[src/hw/rtl/text_console_writer_top_defines.svh]
`ifndef TEXT_CONSOLE_WRITER_TOP_DEFINES_SVH
`define TEXT_CONSOLE_WRITER_TOP_DEFINES_SVH

// plain check, off while reset is applied
`define TCW_ASSERT(lbl, prop, msg) \
  lbl: assert property (@(posedge clk) disable iff (!rst_n) prop) else $error(msg);

// check of the cycle after a trigger, off while reset is applied
`define TCW_ASSERT_NEXT(lbl, trig, cons, msg) \
  lbl: assert property (@(posedge clk) disable iff (!rst_n) (trig) |=> (cons)) else $error(msg);

`endif

[src/hw/rtl/tcw_pkg.sv]
package tcw_pkg;

  typedef struct packed {
    logic       opcode;
    logic [7:0] char_code;
    logic [4:0] read_row;
    logic [6:0] read_column;
    logic       end_of_string;
  } item_t;

  typedef struct packed {
    logic [4:0]  cursor_row;
    logic [6:0]  cursor_column;
    logic [15:0] cell_value;
    logic        scrolled;
    logic        string_done;
  } result_t;

  // item opcodes
  localparam logic OP_PUT  = 1'b0;
  localparam logic OP_READ = 1'b1;

  // configuration register indexes
  localparam int CFG_IDX_W  = 1;
  localparam int CFG_DATA_W = 8;
  localparam logic [CFG_IDX_W-1:0] CFG_TEXT_ATTRIBUTE = 1'b0;
  localparam logic [CFG_IDX_W-1:0] CFG_TAB_STEP       = 1'b1;

  // special characters
  localparam logic [7:0] CH_TAB   = 8'h09;
  localparam logic [7:0] CH_NL    = 8'h0A;
  localparam logic [7:0] CH_FF    = 8'h0C;
  localparam logic [7:0] CH_CR    = 8'h0D;
  localparam logic [7:0] CH_SPACE = 8'h20;

  localparam logic [15:0] RESET_CELL     = 16'h0F20;
  localparam logic [7:0]  RESET_ATTR     = 8'h0F;
  localparam logic [6:0]  RESET_TAB_STEP = 7'd8;

  // datapath commands
  localparam int DP_OP_W = 3;
  localparam logic [DP_OP_W-1:0] DP_NOP    = 3'd0;
  localparam logic [DP_OP_W-1:0] DP_LOAD   = 3'd1;
  localparam logic [DP_OP_W-1:0] DP_EXEC   = 3'd2;
  localparam logic [DP_OP_W-1:0] DP_RDOUT  = 3'd3;
  localparam logic [DP_OP_W-1:0] DP_SCROLL = 3'd4;
  localparam logic [DP_OP_W-1:0] DP_CLEAR  = 3'd5;
  localparam logic [DP_OP_W-1:0] DP_INIT   = 3'd6;

  typedef struct packed {
    logic [DP_OP_W-1:0] op;
  } cmd_t;

  typedef struct packed {
    logic is_read;
    logic scroll_due;
    logic is_ff;
    logic sweep_done;
  } status_t;

endpackage

[src/hw/rtl/tcw_ctrl.sv]
`include "text_console_writer_top_defines.svh"

module tcw_ctrl (
  input  logic             clk,
  input  logic             rst_n,
  input  logic             start,
  output logic             busy,
  input  tcw_pkg::status_t status,
  output tcw_pkg::cmd_t    cmd
);

  localparam logic [2:0] S_INIT   = 3'd0;
  localparam logic [2:0] S_IDLE   = 3'd1;
  localparam logic [2:0] S_EXEC   = 3'd2;
  localparam logic [2:0] S_RDOUT  = 3'd3;
  localparam logic [2:0] S_SCROLL = 3'd4;
  localparam logic [2:0] S_CLEAR  = 3'd5;

  logic [2:0] state_r, state_nxt;

  always_comb begin
    state_nxt = state_r;
    cmd.op    = tcw_pkg::DP_NOP;
    case (state_r)
      S_INIT: begin
        cmd.op = tcw_pkg::DP_INIT;
        if (status.sweep_done) state_nxt = S_IDLE;
      end
      S_IDLE: begin
        if (start) begin
          cmd.op    = tcw_pkg::DP_LOAD;
          state_nxt = S_EXEC;
        end
      end
      S_EXEC: begin
        cmd.op = tcw_pkg::DP_EXEC;
        if (status.is_read)         state_nxt = S_RDOUT;
        else if (status.scroll_due) state_nxt = S_SCROLL;
        else if (status.is_ff)      state_nxt = S_CLEAR;
        else                        state_nxt = S_IDLE;
      end
      S_RDOUT: begin
        cmd.op    = tcw_pkg::DP_RDOUT;
        state_nxt = S_IDLE;
      end
      S_SCROLL: begin
        cmd.op = tcw_pkg::DP_SCROLL;
        if (status.sweep_done) state_nxt = S_EXEC;
      end
      S_CLEAR: begin
        cmd.op = tcw_pkg::DP_CLEAR;
        if (status.sweep_done) state_nxt = S_IDLE;
      end
      default: begin
        state_nxt = S_IDLE;
      end
    endcase
  end

  always_ff @(posedge clk) begin
    if (!rst_n) begin
      state_r <= S_INIT;
    end else begin
      state_r <= state_nxt;
    end
  end

  assign busy = (state_r != S_IDLE);

  `TCW_ASSERT_NEXT(a_start_to_exec, start && !busy, state_r == S_EXEC, "accepted word not executed")
  `TCW_ASSERT_NEXT(a_scroll_resumes, state_r == S_SCROLL && status.sweep_done, state_r == S_EXEC, "put not resumed after scroll")

endmodule

[config.mk]
export PLATFORM = sky130hd
export DESIGN_NAME = tcw_ctrl
export DESIGN_NICKNAME = d
export VERILOG_FILES = /design/src/hw/rtl/tcw_pkg.sv /design/src/hw/rtl/tcw_ctrl.sv
export VERILOG_INCLUDE_DIRS = /design/src /design/src/hw/rtl
export SDC_FILE = /design/constraint.sdc
export NUM_CORES = 1
export LEC_CHECK = 0
export BUFFER_PORTS_ARGS = -buffer_cell sky130_fd_sc_hd__buf_2
export CAP_MARGIN = 25
export CELL_PAD_IN_SITES_DETAIL_PLACEMENT = 1
export CELL_PAD_IN_SITES_GLOBAL_PLACEMENT = 1
export CORE_AREA = 5 5 42 44
export CTS_CLUSTER_SIZE = 28
export DETAILED_ROUTE_END_ITERATION = 10
export DIE_AREA = 0 0 47 49
export HOLD_SLACK_MARGIN = 0.08
export PLACE_DENSITY_LB_ADDON = 0.05
export SYNTH_ARGS = -nofsm -noshare
export SYNTH_HDL_FRONTEND = slang
export SYNTH_SLANG_ARGS = --single-unit
[constraint.sdc]
create_clock -name clk -period 1 [get_ports clk]
set_input_delay 0.1 -clock clk [delete_from_list [all_inputs] [get_ports clk]]
set_output_delay 0.1 -clock clk [all_outputs]
set_load 0.01 [all_outputs]
=== Yosys cells after proc, flatten, opt, wreduce, memory -nomap -nowiden ===
Cells that the tools add are included.

* Register bits: 3
* Input bits: 7
* Output and inout bits: 4

* Equal/unequal tests: 9
* Multiplexer cells: 9
* Reductions and logical operators: 3

{| class="wikitable"
|+ Operators with widths
! operator !! number
|-
| $mux W3 || 6
|-
| $pmux W3 S6 || 1
|-
| $pmux W3 S4 || 1
|-
| $eq A3 B2 Y1 const B || 2
|-
| $eq A3 B3 Y1 const B || 2
|-
| $ne A2 B2 Y1 const B || 2
|-
| $eq A3 B1 Y1 const B || 1
|-
| $logic_not A3 Y1 || 1
|-
| $ne A3 B1 Y1 const B || 1
|-
| $reduce_and A3 Y1 || 1
|-
| $ne A2 B1 Y1 const B || 1
|-
| $reduce_or A2 Y1 || 1
|-
| $mux W1 || 1
|}

=== Longest topological paths before layout ===
Gate-level depths: netlist (run 1).

* Depth after elaboration: 4
* Mapped depth: 4

=== Least setup slack after synthesis (run 1) ===
Ideal clock, no wire load.

* Kind: flip-flop to flip-flop
* From: register state_r[1]
* To: register state_r[0]
* Library setup time: 0.119 ns
* Arrival time: 0.857 ns
* Required time: 0.881 ns
* Slack: 0.024 ns
* Stages on the path, launching flop included: 5
* Buffers on the path: 1
* Cell sequence: dfxtp_1 > buf_6 > and4bb_1 > a21oi_1 > o221a_1

* Cells in the longest elaborated chain, start to end: 4

{| class="wikitable"
|+ RTL lines
! what !! RTL line !! source
|-
| start: declaration || tcw_ctrl.sv:19 || <nowiki>logic [2:0] state_r, state_nxt;</nowiki>
|-
| start signal: assignment || tcw_ctrl.sv:64 || <nowiki>state_r <= state_nxt;</nowiki>
|-
| $eq A3 B3 Y1 or $logic_not A3 Y1 (tied branches) || tcw_ctrl.sv:24 || <nowiki>case (state_r)</nowiki>
|-
| $reduce_or A2 Y1 (no line) || - ||
|-
| $ne A2 B1 Y1 (no line) || - ||
|-
| $reduce_and A3 Y1 (no line) || - ||
|}

Parallel ways exist; a longest one is shown, timed or not.
A chain may end at the register's enable or synchronous reset.

=== Final worst setup path (run 1) ===
* From: register state_r[1]
* To: output busy

* Cells in the longest elaborated chain, start to end: 1

{| class="wikitable"
|+ RTL lines
! what !! RTL line !! source
|-
| $ne A3 B1 Y1 || tcw_ctrl.sv:68 || <nowiki>assign busy = (state_r != S_IDLE);</nowiki>
|-
| end: declaration || tcw_ctrl.sv:7 || <nowiki>output logic busy,</nowiki>
|}

Every way passes these cells.

==> results of run 1 <==
[metrics by stage]
step / power (mW) / hold slack [ns] / util / worst slack (ns)
floorplan: 0.1952 / 0.2175 / - / 0.02417
global placement: 0.2483 / 0.3479 / 0.2143 / -0.07872
CTS: 0.4849 / 0.1159 / 0.2607 / -0.2404
global route: 0.5539 / 0.1148 / 0.3036 / -0.2246
detailed placement: 0.2512 / 0.3544 / 0.2143 / -0.08503
finish: 0.5062 / 0.1158 / 0.3036 / -0.1880
[worst max path at each step]
stage | start | end | slack (ns) | cells past startpoint
finish | state_r[1] | busy | -0.19 | 2
floorplan | state_r[1] | state_r[0] | 0.02 | 4
CTS | state_r[0] | busy | -0.24 | 3
global placement | state_r[2] | state_r[0] | -0.08 | 3
global route | state_r[1] | busy | -0.22 | 2
detailed placement | state_r[2] | state_r[0] | -0.09 | 3
[worst max-delay path: stages (launching register included)]
cell     delay, ns
dfxtp_4       0.35
or3_4         0.39
buf_6         0.13
[synthesized netlist by cell type (2+ instances only)]
| cell | count |
|---|---|
| a21oi_1 | 3 |
| dfxtp_1 | 3 |
| inv_1 | 3 |
| nand3b_1 | 2 |
| nor3_1 | 3 |
| o21a_1 | 2 |
[kinds of logic (layout without fill, tap and decap cells)]
family | count (synthesis) | after routing | synth area share
buffers and inverters | 5 | 26 | 0.1271
AO/OA/AOI/OAI | 10 | 10 | 0.3295
AND/OR/NAND/NOR | 9 | 9 | 0.2658
flip-flops | 3 | 3 | 0.2775
[per-layer routing]
metal  GRT usage  vias to the layer above
met1     0.08497                      126
met5           0                        -
li1            -                      142
met2      0.1176                        8
met3     0.05904                        0
met4     0.01382                        0
[power groups by stage]
stage	combinational (mW)	sequential [mW]	clock, mW
finish	0.169	0.135	0.201
global route	0.184	0.136	0.234
CTS	0.133	0.136	0.216
detailed placement	0.110	0.141	0
global placement	0.108	0.141	0
floorplan	0.0593	0.136	0
[what timing repair did]
action / 4_1_cts / 5_1_grt
setup buffers: 2 / 3
setup endpoints to repair: 7 / 7
pin swaps: 6 / 5
gates resized for setup: 11 / 11
[final cells by class]
type,count,area share
Multi-Input combinational cell,19,0.3559
Sequential cell,3,0.1676
Timing Repair Buffer,19,0.3353
Inverter,3,0.03235
Tap cell,16,0.04706
Clock buffer,4,0.06176
==> flow_summary.toml, run 1 <==
[run_status]
status = "complete, but fails checks"
violations = "negative setup slack"

[global_routing]
track_usage = 0.07725
grt_pass1_wl_um = 1248
grt_overflow = 0
grt_max_degree = 10
antenna_found_initial = 0
grt_pass1_vias = 278

[route]
top_layer_used = "met3"
route.met2.wl_um = 419
route.detailed.drc = 0
wirelength_met1_um = 310
via_per_inst = 4.313
first_pass_iters = 1
met3_wirelength_um = 63
vias = 276
wirelength_um = 793
drt_iter0_markers = 0
avgRoutedWirePerCell_um = 12.39
drtAntennaViolNets = 0

[timing]
setup_ws_ns = -0.1880
rsz0062_at_grt = "true"
finalCriticalPeriod_ns = 1.188
worst_pin_slew_ns = 0.2277
clock_skew_ns = 0.003542
hold_viol_final = 0
setup_tns_ns = -0.7310
fmax_ghz = 0.8418
fin_crit_sh = 1.188
slew-limit-headroom = 0.8470
slew_violations = 0
setup_viol = 6

[final_layout]
final_common_cell = "buf_2"
multiInputGateArea_um2 = 151.4
drive_gt1_frac = 0.6458
top_register = "state_r"
fillerInstances = 178
regArea_um2 = 71.32
syn_to_final_growth_pct = 96.53
final_cell_area_um2 = 425.4
largest_register_ffs = 3
instances_no_fill = 64
fin_nets = 56
final_cell_mix = "buf_2 (9), buf_6 (6), buf_4 (4), clkbuf_4 (3), dfxtp_4 (3)"
num_antenna_cells = 0
reg_top3 = "state_r x3"

[setup_path]
crit_fanout = 6
rrSetupSlack_ns = -0.12
timing.rr.start = "state_r[2]"
worstSetupPathType = "reg2out"
r2r_end = "state_r[0]"
worst-r2r-cell-count = 4
cp_data_arrival_time_ns = 1.09
cp-end-kind = "output port"
required_ns = 0.90
startpoint_type = "register"

[job]
max-cap-violations = 0

[floorplanning]
ioPinCount = 11
die_x_um = 47
core_area_um2 = 1401
num_rows = 14
start_util = 0.1545
dieArea_um2 = 2303
die_height_um = 49

[clock_tree]
cts_tree = "done"
cts_buffers = 3
clock_tree.buffer_depth = 2
htree_num_levels = 1
root_buffer = "clkbuf_4"
path_clk_slew_ns = 0.03
ctsHoldBuffers = 0
clk-insertion-delay-late_ns = 0.23
clkSinkCount = 3

[yosys]
synth_top_area_share = 0.2775
synthCells = 27
synth_async_sr_flop_share = 0
synth_edf_count = 0
synth_area_leaders = "dfxtp_1 (28%), a21oi_1 (6.9%), nor3_1 (6.9%), nand3b_1 (6.9%), o21a_1 (6.9%)"
synth_ff_type = "dfxtp_1"
syn_area_per_cell_um2 = 8.017
ys_seq_area_frac = 0.2775
synth_cell_types = 17
synth_nets = 34
yosysTopAreaCell = "dfxtp_1"
ys_warn_count = 0
ys_ff_latch = 3
syn-cell-area_um2 = 216.5

[hold_path]
hold-path-endpoint = "state_r[1]"
worstHoldPathType = "in2reg"
min-delay-start = "rst_n"
worstHoldPathCells = 2

[power_and_ir_drop]
p_per_area_nw_per_um2 = 1190
power.switching_mw = 0.1318
intPower_mw = 0.3744
clkPwrFrac = 0.398
vdd_drop_max_uv = 776.2
p_comb_frac = 0.335
leakagePower_nw = 0.1852
p_sw_frac = 0.2603
seqPwrFrac = 0.267

[placed_design]
place.gp.congestion = 0.7359
dp_cells = 55
portBuffers = 10
place_hpwl_um = 597.6
place_area_um2 = 300.3
(Power assumes the default switching activity.)
==> run 2: changes to the inputs <==
SKIP_CTS_REPAIR_TIMING = 1   (was not set)
clock period = 1.3 ns   (was 1 ns; I/O delays follow)
==> run 2 against run 1 <==
Sequential cell count unchanged. Hold slack improved by 0.023 ns. Critical path type unchanged. Design area is 29% lower. Clock power down 20%. Total power down 33%. The run now ends clean. Critical endpoint unchanged. Clock skew down 0.0032 ns.
==> flow_summary.toml, run 2 (synthesized netlist as in run 1, its figures left out) <==
[run_status]
status = "finished, final reports clean"

[global_routing]
grt_overflow = 0
grt_pass1_vias = 249
met3_usage = 0.05904
grt_pass1_wl_um = 1035
track_usage = 0.06408
grt.met2_usage = 0.09955
antenna_found_initial = 0
grt_max_degree = 13
busiest_layer = "met2"
grt_util_met1 = 0.06154

[setup_path]
slowest_stage = "dfxtp_4"
path_buf_inv = 2
worstSetupPathType = "reg2out"
path_cells = "inv_2, or3_1, buf_2"
cp-end-kind = "output port"
crit_fanout = 7
cpPeakStageDelay_ns = 0.37
required_ns = 1.17
cp_data_arrival_time_ns = 1.09
critPathTopFamily = "flip-flops"
startpoint_type = "register"

[floorplanning]
core_area_um2 = 1401
start_util = 0.1545
num_rows = 14
die_x_um = 47
dieArea_um2 = 2303
die_height_um = 49
ioPinCount = 11

[timing]
slew_violations = 0
setup_viol = 0
finalCriticalPeriod_ns = 1.222
clock_skew_ns = 0.0003324
worst_pin_slew_ns = 0.1921
hold_viol_final = 0
rsz0062_at_grt = "false"
fin_crit_sh = 0.9401
slew-limit-headroom = 0.8719
fmax_ghz = 0.8182

[clock_tree]
cts_tree = "done"
cts_buffers = 3
root_buffer = "clkbuf_4"
path_clk_slew_ns = 0.04
clkSinkCount = 3
clock_tree.buffer_depth = 2
htree_num_levels = 1
clk-insertion-delay-late_ns = 0.23

[route]
drtAntennaViolNets = 0
via_per_inst = 4.345
route.detailed.drc = 0
first_pass_iters = 2
avgRoutedWirePerCell_um = 11.69
drt_iter0_markers = 3
vias = 239
wirelength_um = 643

[power_and_ir_drop]
leakagePower_nw = 0.1248
power_mw = 0.3389
vdd_drop_max_uv = 623.2
p_per_area_nw_per_um2 = 1119

[job]
max-cap-violations = 0

[final_layout]
fin_nets = 47
fillerInstances = 183
instances_no_fill = 55
final_cell_mix = "buf_2 (10), nor3_1 (3), a21oi_1 (3), clkbuf_4 (3)"
syn_to_final_growth_pct = 39.88
top_register = "state_r"
largest_register_ffs = 3
reg_top3 = "state_r x3"
drive_gt1_frac = 0.4359
num_antenna_cells = 0
final_common_cell = "buf_2"

[placed_design]
place.gp.congestion = 0.6396
portBuffers = 10
dp_cells = 51
place_hpwl_um = 506.3

[hold_path]
worstHoldPathType = "in2reg"
run 2: changes by cell type in the layout (fill, tap and decap cells not counted), sizes merged:
| cell | delta |
|---|---|
| buf | -9 |
run 2: area by class of cell:
cell class / instances / area, um2 / area share
multi-input combinational: 19 / 128.9 / 0.4256
sequential: 3 / 66.31 / 0.2190
timing repair buffer: 10 / 50.05 / 0.1653
clock buffer: 4 / 26.28 / 0.08678
tap: 16 / 20.02 / 0.06612
inverter: 3 / 11.26 / 0.03719
run 2: worst paths after layout:
path	start	to	slack, ns	cells past startpoint
worst max-delay path	state_r[0]	busy	0.08	3
worst min-delay path	rst_n	state_r[1]	0.14	2
worst max register to register	state_r[2]	state_r[0]	0.26	3
worst min register to register	state_r[1]	state_r[2]	0.55	2
run 2: per-stage QoR:
stage | utilization | TNS [ns] | cell area [um2] | setup WS (ns) | hold slack (ns)
2_1_floorplan | - | 0 | 216.5 | 0.3227 | 0.2475
6_report | 0.2161 | 0 | 302.8 | 0.07785 | 0.1384
5_1_grt | 0.2161 | 0 | 302.8 | 0.02000 | 0.1345
3_5_place_dp | 0.1929 | 0 | 270.3 | 0.1695 | 0.3796
4_1_cts | 0.2116 | -0.1284 | 296.5 | -0.08060 | 0.1359
3_3_place_gp | 0.1929 | 0 | 270.3 | 0.1736 | 0.3810
run 2: power breakdown:
group          leakage (nW)  switching (mW)  internal (mW)
logic                0.0838          0.0325         0.0344
clock network        0.0150          0.0460          0.115
registers            0.0261          0.0118         0.0993
run 2: per-layer routing:
metal	vias up	wire length (um)
li1	122	-
met1	111	271
met2	6	308
met3	0	63
met4	0	0
met5	-	0
